<file path="config.mk">
export PLATFORM = sky130hd
export DESIGN_NAME = tcpq_front
export DESIGN_NICKNAME = d
export VERILOG_FILES = /design/src/tcpq_pkg.sv /design/src/tcpq_front.sv
export SDC_FILE = /design/constraint.sdc
export NUM_CORES = 1
export LEC_CHECK = 0
export ABC_AREA = 1
export BUFFER_PORTS_ARGS = -buffer_cell sky130_fd_sc_hd__buf_4
export CORE_MARGIN = 3
export CORE_UTILIZATION = 52
export DETAILED_ROUTE_END_ITERATION = 10
export PLACE_DENSITY = 0.87
export SLEW_MARGIN = 25
export SYNTH_ARGS = -nofsm -noshare
export SYNTH_HDL_FRONTEND = slang
export SYNTH_SLANG_ARGS = --single-unit
</file>
<file path="constraint.sdc">
create_clock -name aclk -period 2.8 [get_ports aclk]
set_clock_uncertainty 0.1 [all_clocks]
set_input_delay 0.56 -clock aclk [delete_from_list [all_inputs] [get_ports aclk]]
set_output_delay 0.56 -clock aclk [all_outputs]
set_load 0.02 [all_outputs]
</file>
<file path="src/tcpq_pkg.sv">
// Package for the two-class priority queue with rotation.
// Holds field widths, command, status and register codes, and the item/result structs.
// No dependencies.
`default_nettype none

package tcpq_pkg;

    localparam int CMD_W    = 2;
    localparam int ID_W     = 16;
    localparam int STATUS_W = 3;
    localparam int IDX_W    = 6;
    localparam int PHASE_W  = 2;
    localparam int WAIT_W   = 8;
    localparam int CFG_W    = 7;
    localparam int CFG_AW   = 1;
    localparam int FQ_DEPTH = 2;

    localparam logic [CFG_AW-1:0]  CFG_PRIMARY   = 1'b0;
    localparam logic [CFG_AW-1:0]  CFG_SECONDARY = 1'b1;
    localparam logic [PHASE_W-1:0] PHASE_LAST    = 2'd2;

    typedef enum logic [CMD_W-1:0] {
        CMD_ENQUEUE = 2'd0,
        CMD_ROTATE  = 2'd1,
        CMD_SERVE   = 2'd2,
        CMD_NONE    = 2'd3
    } cmd_t;

    typedef enum logic [3:0] {
        KIND_ENQ = 4'b0001,
        KIND_ROT = 4'b0010,
        KIND_SRV = 4'b0100,
        KIND_NOP = 4'b1000
    } kind_t;

    typedef enum logic [STATUS_W-1:0] {
        ST_OK         = 3'd0,
        ST_QUEUE_FULL = 3'd1,
        ST_EMPTY      = 3'd2,
        ST_UNASSIGNED = 3'd3,
        ST_LOG_FULL   = 3'd4,
        ST_NO_STAFF   = 3'd5
    } status_t;

    typedef struct packed {
        kind_t           kind;
        logic [ID_W-1:0] id;
        logic            urgent;
    } cmd_item_t;

    typedef struct packed {
        status_t            status;
        logic [WAIT_W-1:0]  waiting;
        logic [PHASE_W-1:0] phase;
        logic [IDX_W-1:0]   sidx;
        logic [IDX_W-1:0]   pidx;
        logic [ID_W-1:0]    id;
    } result_t;

endpackage

`default_nettype wire

</file>
<file path="src/tcpq_front.sv">
// Front end: accepts input words, decodes the command kind, and buffers them
// in a two-entry queue for the back end. Depends on tcpq_pkg.
`default_nettype none

module tcpq_front (
    input  wire logic                      aclk,
    input  wire logic                      aresetn,
    input  wire logic                      s_tvalid,
    output logic                           s_tready,
    input  wire logic [tcpq_pkg::ID_W-1:0] s_id,
    input  wire logic [tcpq_pkg::CMD_W-1:0] s_cmd,
    input  wire logic                      s_urgent,
    output logic                           q_valid,
    input  wire logic                      q_ready,
    output tcpq_pkg::cmd_item_t            q_item
);
    import tcpq_pkg::*;

    localparam int PW = $clog2(FQ_DEPTH);
    localparam int CW = $clog2(FQ_DEPTH + 1);

    cmd_item_t     slot_reg [FQ_DEPTH];
    logic [PW-1:0] wptr_reg, wptr_next;
    logic [PW-1:0] rptr_reg, rptr_next;
    logic [CW-1:0] cnt_reg, cnt_next;
    cmd_item_t     item_in;
    logic          push, pop;

    always_comb begin
        case (cmd_t'(s_cmd))
            CMD_ENQUEUE: item_in.kind = KIND_ENQ;
            CMD_ROTATE:  item_in.kind = KIND_ROT;
            CMD_SERVE:   item_in.kind = KIND_SRV;
            default:     item_in.kind = KIND_NOP;
        endcase
        item_in.id     = s_id;
        item_in.urgent = s_urgent;
    end

    assign s_tready = (cnt_reg != CW'(FQ_DEPTH));
    assign q_valid  = (cnt_reg != '0);
    assign q_item   = slot_reg[rptr_reg];
    assign push     = s_tvalid && s_tready;
    assign pop      = q_valid && q_ready;

    always_comb begin
        wptr_next = push ? wptr_reg + 1'b1 : wptr_reg;
        rptr_next = pop ? rptr_reg + 1'b1 : rptr_reg;
        cnt_next  = cnt_reg + CW'(push) - CW'(pop);
    end

    always_ff @(posedge aclk) begin
        if (!aresetn) begin
            wptr_reg <= '0;
            rptr_reg <= '0;
            cnt_reg  <= '0;
        end else begin
            wptr_reg <= wptr_next;
            rptr_reg <= rptr_next;
            cnt_reg  <= cnt_next;
        end
    end

    always_ff @(posedge aclk) begin
        if (push) begin
            slot_reg[wptr_reg] <= item_in;
        end
    end

endmodule

`default_nettype wire

</file>
# [Word level (Yosys, flattened, before mapping)]
# Memory sizes are Yosys's and may differ from the RTL's. A register that Yosys moved wholly into a read port is not among the register bits.
# Cells that the tools add are included.
[totals] in_bits=23 out_inout_bits=23 memories=1 wordCells=20 reg_bits=4 ramBits=42
[classes] n_reduce_logical=4 muxes=5 addsub=4 n_eq_ne=3
[memory_table] memory="slot_reg" words=2 width=21 rd=1 rd_clocked_by_memory_dff=1 wr=1 line="tcpq_front.sv:22" text="cmd_item_t slot_reg [FQ_DEPTH];"
[ops] cell="$pmux 4 s3" count=1
[ops] cell="$mux 1" count=4
[ops] cell="$add 1x1->1 const B" count=2
[ops] cell="$add 2x1->2" count=1
[ops] cell="$eq 2x1->1 const B" count=1
[ops] cell="$eq 2x2->1 const B" count=1
[ops] cell="$logic_and 1x1->1" count=2
[ops] cell="$logic_not 2->1" count=1
[ops] cell="$ne 2x2->1 const B" count=1
[ops] cell="$reduce_bool 2->1" count=1
[ops] cell="$sub 2x1->2" count=1

# [Longest topological paths before layout]
# Gate-level depths: netlist of run 1.
[depth] depth_word=4 mapped_depth=11 ltp_nobuf=11

# [Worst setup path before layout of run 1]
# No wires, ideal clock.
[synth_timing] kind="reg2reg" start="register cnt_reg[0]" end="memory slot_reg[0][0] (netlist name) (enable)" arrival_time_ps=1546 required_time_ps=2301 slack_ps=755 path_stages_with_launch=5 setup_ps=399 synth_period_minus_slack_ps=2045 n_path_buf=0 path_cell_list="dfxtp_1 inv_1 nand2_2 nand2_4 nor2_1"
[synth_between] elab_chain_cells=4
[synth_lines] item="from (decl)" line="tcpq_front.sv:25" text="logic [CW-1:0] cnt_reg, cnt_next;"
[synth_lines] item="from (signal assigned)" line="tcpq_front.sv:60" text="cnt_reg <= cnt_next;"
[synth_lines] item="$ne 2x2->1" line="tcpq_front.sv:40" text="assign s_tready = (cnt_reg != CW'(FQ_DEPTH));"
[synth_lines] item="named net s_tready" line="tcpq_front.sv:9" text="output logic s_tready,"
[synth_lines] item="$logic_and 1x1->1" line="tcpq_front.sv:43" text="assign push = s_tvalid && s_tready;"
[synth_lines] item="$mux 1" line="tcpq_front.sv:65" text="if (push) begin"
[synth_lines] item="$mux 1 (not written as such)" line="tcpq_front.sv:66" text="slot_reg[wptr_reg] <= item_in;"
[synth_lines] item="to (decl)" line="tcpq_front.sv:22"
# The timed path passes the listed nets, and every way through them passes these cells.

==> results.md, run 1 <==
* N_diodes at 0
* Worst-path maximum fanout at 10
* Non-Filler Instances at between 200 and 250
* TritonCTS Buffers at 5
* Full die area at between 0.004 and 0.005 sq mm
* Share of layout cells above drive strength 1 at 0.512
* Required @ worst endpoint at around 2100 ps
* IO Port Bufs at 45
* PwrDens at approximately 890 mW/mm^2
* Clk pin slew, worst setup/hold paths at ~120 ps
* Crit path launch type: flip-flop
* All-Layer GR Usage at 0.153
* # rows at 21
* Detail Route Antenna Nets at 0
* Via count at between 1k and 1.5k
* Crit-path slowest cell: mux2_2
* RSZ-0062 raised after global routing: false
* Final wirelength at roughly 3100 um
* Sequential cell area fraction in the yosys report at 0.724
* CTS tree: yes
* Critical path arrival at 1430 ps
* Setup_tns at 0 ps
* Leakage Power at 0.982 nW
* Yosys reg bits at 47
* Fin crit share at 0.746
* Max cap viols at 0
* Outcome: finished, final reports clean
* Final setup vio count at 0
* FMAX at between 400 and 500 MHz
* Clock root cell: clkbuf_4
* Initial antenna violation count at 0
* Vias/cell at 4.86
* Max VDD drop at between 0.6 and 0.7 mV
* Inst Count DP at just over 200
* DIE WIDTH at around 66 um
* Yosys Warn Count at 0
* Largest net degree at the start of global routing at 22
* Final net count at 187
* Post-route DRC at 0
* H-Tree Depth at 2
* TritonRoute pass-1 iters at 4
* Post-CTS sizing at 0
* Area Growth Syn to Fin at 25.9%
* GRT overflow at 0
* Cell variety after synth at 16
* Vias in the first global route at roughly 1.1k
* Fin crit period at 2090 ps
* First-pass GRT wire length at around 4800 um
* Worst-case headroom to the max-slew limit at 0.812
* CTS hold repair buffers at 0
* Die Ht at ~66 um
* Io pins at 46
* Worst path max stage delay at about 360 ps
* Initial Util at 0.551
* HPWL Detailed at 2330 um
* Worst Path Buf+Inv at 2
* Kind of critical path: reg2out
* Syn Area/Cell at around 17 sq um
* 1st-iter DRT viols at 45
* Critical path's top delay family: buffers and inverters
* Slew Viols, Final at 0
* Longest Clk Path Bufs at 2
* Clock Latency Late Sink at 340 ps
* Post-Syn Area at about 0.0019 sq mm
* Least-Margin Pin Slew at approximately 280 ps
* Hold Fails Final Rpt at 0
* GPL Wtd Cong at ~0.65
* Clock tree sinks at 47
* Placeable Area at between 0.003 and 0.004 sq mm
* CP Capture Type: output port
* Most used cell, CP: buf_4
* Cells after synthesis at 108
* Critical-path cell list: buf_4, mux2_2, buf_4
* Worst hold path type: in2reg
* Max FFs per register at 42
* Post-CTS setup buffer count at 0
* Post-Syn Nets at 132
* Wirelength per Cell at ~15 um
-- cells in the final DEF, fill, tap and decap left out, drive strengths merged --
cell | netlist | layout
edfxtp | 42 | 42
ha | 1 | 1
nand3 | 1 | 1
clkbuf | 0 | 7
nand2 | 12 | 12
bufinv | 0 | 1
mux2 | 21 | 21
buf | 2 | 50
a21oi | 1 | 1
dfxtp | 5 | 5
inv | 10 | 10
nor2 | 12 | 12
xnor2 | 1 | 1
-- synthesized netlist by cell type --
library cell,n,area [sq um]
a21oi_2,1,8.76
buf_6,2,22.5
dfxtp_1,5,100
edfxtp_1,42,1260
ha_1,1,12.5
inv_1,10,37.5
mux2_2,1,11.3
mux2_4,20,300
nand2_1,10,37.5
nand2_2,1,6.26
nand2_4,1,11.3
nand3_1,1,5.00
nor2_1,9,33.8
nor2_2,2,12.5
nor2_4,1,11.3
xnor2_1,1,8.76
-- through the flow --
stage | worst slack, ps | util | hold slack (ps) | cell area, sq um | total power, mW
after global routing | 618 | 0.693 | 258 | 2370 | 2.20
after global placement | 1110 | 0.671 | 384 | 2290 | 1.70
after detailed placement | 1010 | 0.671 | 416 | 2290 | 1.75
after CTS | 688 | 0.693 | 273 | 2370 | 2.13
after floorplan | 755 | - | 367 | 1880 | 1.47
final | 712 | 0.693 | 288 | 2370 | 2.10
-- final timing paths --
check	start	end	slack, ps	cells after the start
worst max-delay path	flip-flop	q_item[18]	710	3
worst min-delay path	s_id[10]	slot_reg[0][11]	290	1
worst max register to register	cnt_reg[0]	cnt_reg[1]	1190	11
worst min register to register	rptr_reg	flip-flop	420	2
-- cell type report --
cell class                 instances  area (sq um)
multi-input combinational         49           462
clock inverter                     1          30.0
fill                             244          1050
timing repair buffer              50           375
tap                               46          57.6
sequential                        47          1360
clock buffer                       7          45.0
inverter                          10          37.5
-- report_power, final --
part	total (mW)	internal [mW]	switching, mW
clock	0.381	0.190	0.191
sequential	0.939	0.893	0.0451
combinational	0.782	0.373	0.409
total	2.10	1.46	0.645
-- metal layers --
| metal | track usage | up-vias | wire length, um |
|---|---|---|---|
| met5 | 0 | - | 0 |
| met4 | 0.0685 | 0 | 48 |
| met3 | 0.0493 | 5 | 215 |
| met2 | 0.278 | 37 | 1740 |
| met1 | 0.158 | 490 | 1120 |
| li1 | - | 489 | - |
-- kinds of logic (layout without fill, tap and decap cells) --
kind of cell / after synthesis / after routing / share of synthesized area
mux: 21 / 21 / 0.166
flops: 47 / 47 / 0.724
compound gates: 1 / 1 / 0.00466
buf+inv: 12 / 68 / 0.0319
fa+ha+maj: 1 / 1 / 0.00665
xor+xnor: 1 / 1 / 0.00466
simple gates: 25 / 25 / 0.0625
Note: power is estimated with default switching activity, not from simulation.
==> inputs of run 2 (changes only) <==
Clock period 2.8 ns to 2.02 ns, I/O delays scaled along.
==> results.md, run 2 (synthesis gave the netlist of run 1 again) <==
* GRT overflow at 0
* Largest net degree at the start of global routing at 15
* Via count at 1005
* Clock power share at 0.179
* Switching pwr at just under 900 uW
* WHS Path Cells at 1
* HPWL Detailed at around 2200 um
* Fin crit share at 0.950
* Worst hold path type: in2reg
* Crit path launch type: flip-flop
* N_diodes at 0
* Max VDD drop at approximately 0.75 mV
* Clk pin slew, worst setup/hold paths at between 100 and 150 ps
* Die Ht at around 66 um
* CTS hold repair buffers at 0
* PwrDens at roughly 1200 mW/mm^2
* # rows at 21
* Worst-case reg-to-reg path depth at 11
* H-Tree Depth at 2
* Max FFs per register at 42
* R2r setup slk at roughly 480 ps
* Kind of critical path: reg2out
* Area Growth Syn to Fin at 26.3%
* RR Startpoint: cnt_reg[0]
* Switching share of power at 0.303
* Outcome: finished, final reports clean
* 1st-iter DRT viols at 39
* Share of layout cells above drive strength 1 at 0.518
* Clock root cell: clkbuf_4
* Initial Util at 0.551
* Non-Filler Instances at 210
* TritonRoute pass-1 iters at 4
* TritonCTS Buffers at 5
* IO Port Bufs at 45
* Io pins at 46
* Critical path arrival at between 1000 and 1500 ps
* Final setup vio count at 0
* Final wirelength at a little under 3000 um
* Initial antenna violation count at 0
* Most common cell after layout, fill and taps aside: buf_4
* Slew Viols, Final at 0
* Full die area at about 0.0044 sq mm
* Worst-case headroom to the max-slew limit at 0.875
* Most frequent cells in the layout: buf_4 (50), edfxtp_1 (42), mux2_4 (20)
* Vias/cell at approximately 4.8
* Inst Count DP at around 200
* Hold Fails Final Rpt at 0
* Fin crit period at approximately 1900 ps
* Post-route DRC at 0
* Placeable Area at approximately 0.0034 sq mm
* CP Capture Type: output port
* Setup_tns at 0 ps
* Post-CTS sizing at 0
* DIE WIDTH at approximately 66 um
* Leakage Power at between 0.9 and 1 nW
* First-pass GRT wire length at approximately 4700 um
* Detail Route Antenna Nets at 0
* FF-to-FF End: cnt_reg[1]
* Multi-input logic area at 462 sq um
* Final net count at approximately 190
* Required @ worst endpoint at about 1500 ps
* RSZ-0062 raised after global routing: false
* Worst-path maximum fanout at 14
* Min-delay src: s_urgent
* Reg area at roughly 0.0014 sq mm
* Longest Clk Path Bufs at 2
* Least-Margin Pin Slew at ~190 ps
* Clock tree sinks at 47
* Reg power frac at 0.449
* Vias in the first global route at a little over 1k
* CTS tree: yes
* Logic pwr share at 0.372
* Internal at 2.02 mW
* FMAX at roughly 520 MHz
* Filler instances at about 250
* GPL Wtd Cong at around 0.7
* Post-CTS setup buffer count at 0
* All-Layer GR Usage at 0.146
* Clock Latency Late Sink at roughly 330 ps
* Hold Path End: slot_reg[1][0]
* Max cap viols at 0
* Wirelength per Cell at approximately 14 um
-- run 2: cell count changes in the layout (fill, tap and decap cells not counted) --
| cell | delta |
|---|---|
| clkbuf_1 | -1 |
| buf_6 | +1 |
-- run 2: critical path, stage by stage, from the launching register on --
cell,delay (ps)
dfxtp_1,380
buf_6,220
mux2_4,320
buf_4,160
-- run 2: cell type report --
type                       count  share of cell area
sequential                    47               0.573
multi-input combinational     49               0.194
timing repair buffer          51               0.163
tap                           46              0.0242
clock buffer                   6              0.0174
inverter                      10              0.0158
clock inverter                 1              0.0126
-- run 2: per-stage QoR --
stage                     utilization  power [mW]  setup slack (ps)  hold slack [ps]  area (sq um)
final                           0.696        2.89               101              136          2380
after global routing            0.696        3.04              40.0              119          2380
after CTS                       0.695        2.92              16.2              124          2370
after detailed placement        0.674        2.41               406              406          2300
after global placement          0.674        2.37               466              383          2300
after floorplan                     -        2.04               304              367          1880
-- run 2: power groups by stage --
stage,clock network [mW],registers (mW),logic (mW)
2_1_floorplan,0,1.31,0.732
3_3_place_gp,0,1.31,1.06
3_5_place_dp,0,1.32,1.09
4_1_cts,0.529,1.30,1.09
5_1_grt,0.560,1.32,1.16
6_report,0.518,1.30,1.08
-- run 2: how the worst max path moves through the flow --
| stage | startpoint | endpoint | slack (ps) | cells after the start |
|---|---|---|---|---|
| floorplan | cnt_reg[0] | slot_reg[1][0] | 300 | 4 |
| global placement | flip-flop | q_item[0] | 470 | 3 |
| detailed placement | flip-flop | q_item[5] | 410 | 3 |
| CTS | flip-flop | q_item[5] | 20 | 3 |
| global route | flip-flop | q_item[13] | 40 | 3 |
| finish | flip-flop | q_item[16] | 100 | 3 |
-- run 2: metal layers --
metal	up-vias	routed length (um)	global-route usage
li1	489	-	-
met1	476	1140	0.168
met2	36	1490	0.245
met3	4	221	0.0493
met4	0	34	0.0635
met5	-	0	0
==> inputs of run 3 (changes only) <==
Settings changed: RECOVER_POWER set to 25.
==> results.md, run 3 (synthesis gave the netlist of run 1 again) <==
* Clock Latency Late Sink at about 330 ps
* TritonCTS Buffers at 5
* Max cap viols at 0
* Hold Fails Final Rpt at 0
* H-Tree Depth at 2
* Most common cell after layout, fill and taps aside: edfxtp_1
* 1st-iter DRT viols at 39
* Final wirelength at 2850 um
* Critical-path cell list: buf_6, mux2_4, buf_4
* N_diodes at 0
* Clock tree sinks at 47
* Worst Path Buf+Inv at 2
* Fin crit period at ~1900 ps
* Fin crit share at 0.950
* Worst-path maximum fanout at 14
* Fin area at between 0.002 and 0.0025 sq mm
* Initial Util at 0.551
* RSZ-0062 raised after global routing: false
* Die Ht at about 66 um
* Kind of critical path: reg2out
* Worst-case headroom to the max-slew limit at 0.874
* Slew Viols, Final at 0
* Io pins at 46
* Final net count at between 150 and 200
* Crit path launch type: flip-flop
* Post-route DRC at 0
* Placeable Area at between 0.003 and 0.004 sq mm
* Full die area at ~0.0044 sq mm
* Least-Margin Pin Slew at 188 ps
* Worst setup path endpoint: q_item[16]
* CTS tree: yes
* Post-CTS sizing at 0
* Longest Clk Path Bufs at 2
* Util after Layout at 0.693
* First-pass GRT wire length at between 4000 and 5000 um
* Setup_tns at 0 ps
* Final setup vio count at 0
* Worst-case reg-to-reg path depth at 11
* Largest net degree at the start of global routing at 15
* GRT overflow at 0
* Stages on the worst setup path at 3
* Vias in the first global route at between 1k and 1.5k
* R2r setup slk at approximately 480 ps
* Worst path max stage delay at approximately 380 ps
* Min-delay src: s_id[9]
* CTS hold repair buffers at 0
* Share of layout cells above drive strength 1 at 0.506
* Critical path's top delay family: flip-flops
* Clk pin slew, worst setup/hold paths at between 100 and 150 ps
* Required @ worst endpoint at ~1500 ps
* Filler instances at 253
* Most frequent cells in the layout: edfxtp_1 (42), buf_4 (35), mux2_4 (20)
* # rows at 21
* IO Port Bufs at 45
* TritonRoute pass-1 iters at 4
* FMAX at between 500 and 600 MHz
* Detail Route Antenna Nets at 0
* RR Startpoint: cnt_reg[0]
* HPWL Detailed at around 2200 um
* Worst hold path type: in2reg
* Initial antenna violation count at 0
* Outcome: finished, final reports clean
* Multi-input logic area at between 400 and 500 sq um
* Post-CTS setup buffer count at 0
* Max VDD drop at around 0.75 mV
* Critical path arrival at 1410 ps
* DIE WIDTH at roughly 66 um
* Leakage Power at 0.976 nW
* Area Growth Syn to Fin at 25.9%
* FF-to-FF End: cnt_reg[1]
* Via count at between 1k and 1.5k
* Wirelength per Cell at about 14 um
* PwrDens at approximately 1200 mW/mm^2
* Crit-path slowest cell: dfxtp_1
* Reg area at 0.00136 sq mm
* GPL Wtd Cong at between 0.6 and 0.7
* Vias/cell at around 4.8
* All-Layer GR Usage at 0.146
* Max FFs per register at 42
* CP Capture Type: output port
* Power, Total at a little under 3 mW
* Placed cell area at roughly 0.0023 sq mm
* Clock root cell: clkbuf_4
-- run 3: layout make-up --
| class | count | area share |
|---|---|---|
| Clock buffer | 6 | 0.0174 |
| Clock inverter | 1 | 0.0127 |
| Inverter | 10 | 0.0158 |
| Multi-Input combinational cell | 49 | 0.195 |
| Sequential cell | 47 | 0.575 |
| Tap cell | 46 | 0.0243 |
| Timing Repair Buffer | 51 | 0.160 |
-- run 3: through the flow --
step / instances / hold slack [ps] / worst slack (ps)
4_1_cts: 210 / 124 / 16.2
3_5_place_dp: 203 / 406 / 406
2_1_floorplan: 108 / 367 / 304
5_1_grt: 210 / 137 / 40.0
3_3_place_gp: 203 / 383 / 466
6_report: 210 / 153 / 101
-- run 3: layer usage --
metal / vias to the layer above / track usage / share of wire / wire length [um]
met4: 0 / 0.0635 / 0.012 / 34
met3: 4 / 0.0493 / 0.070 / 200
met5: - / 0 / 0 / 0
li1: 492 / - / - / -
met1: 482 / 0.168 / 0.40 / 1140
met2: 31 / 0.245 / 0.52 / 1480
-- run 3: report_power, final --
| part | internal [mW] | switching [mW] | total, mW |
|---|---|---|---|
| Combinational | 0.522 | 0.552 | 1.07 |
| Sequential | 1.24 | 0.0610 | 1.30 |
| Clock | 0.256 | 0.263 | 0.518 |
| Total | 2.02 | 0.876 | 2.89 |
-- run 3: worst min path at each step --
stage,cells past startpoint,end,slack [ps]
finish,1,slot_reg[0][10],150
global route,1,slot_reg[0][10],140
CTS,1,slot_reg[0][0],120
detailed placement,2,flip-flop,410
global placement,2,rptr_reg,380
floorplan,2,flip-flop,370
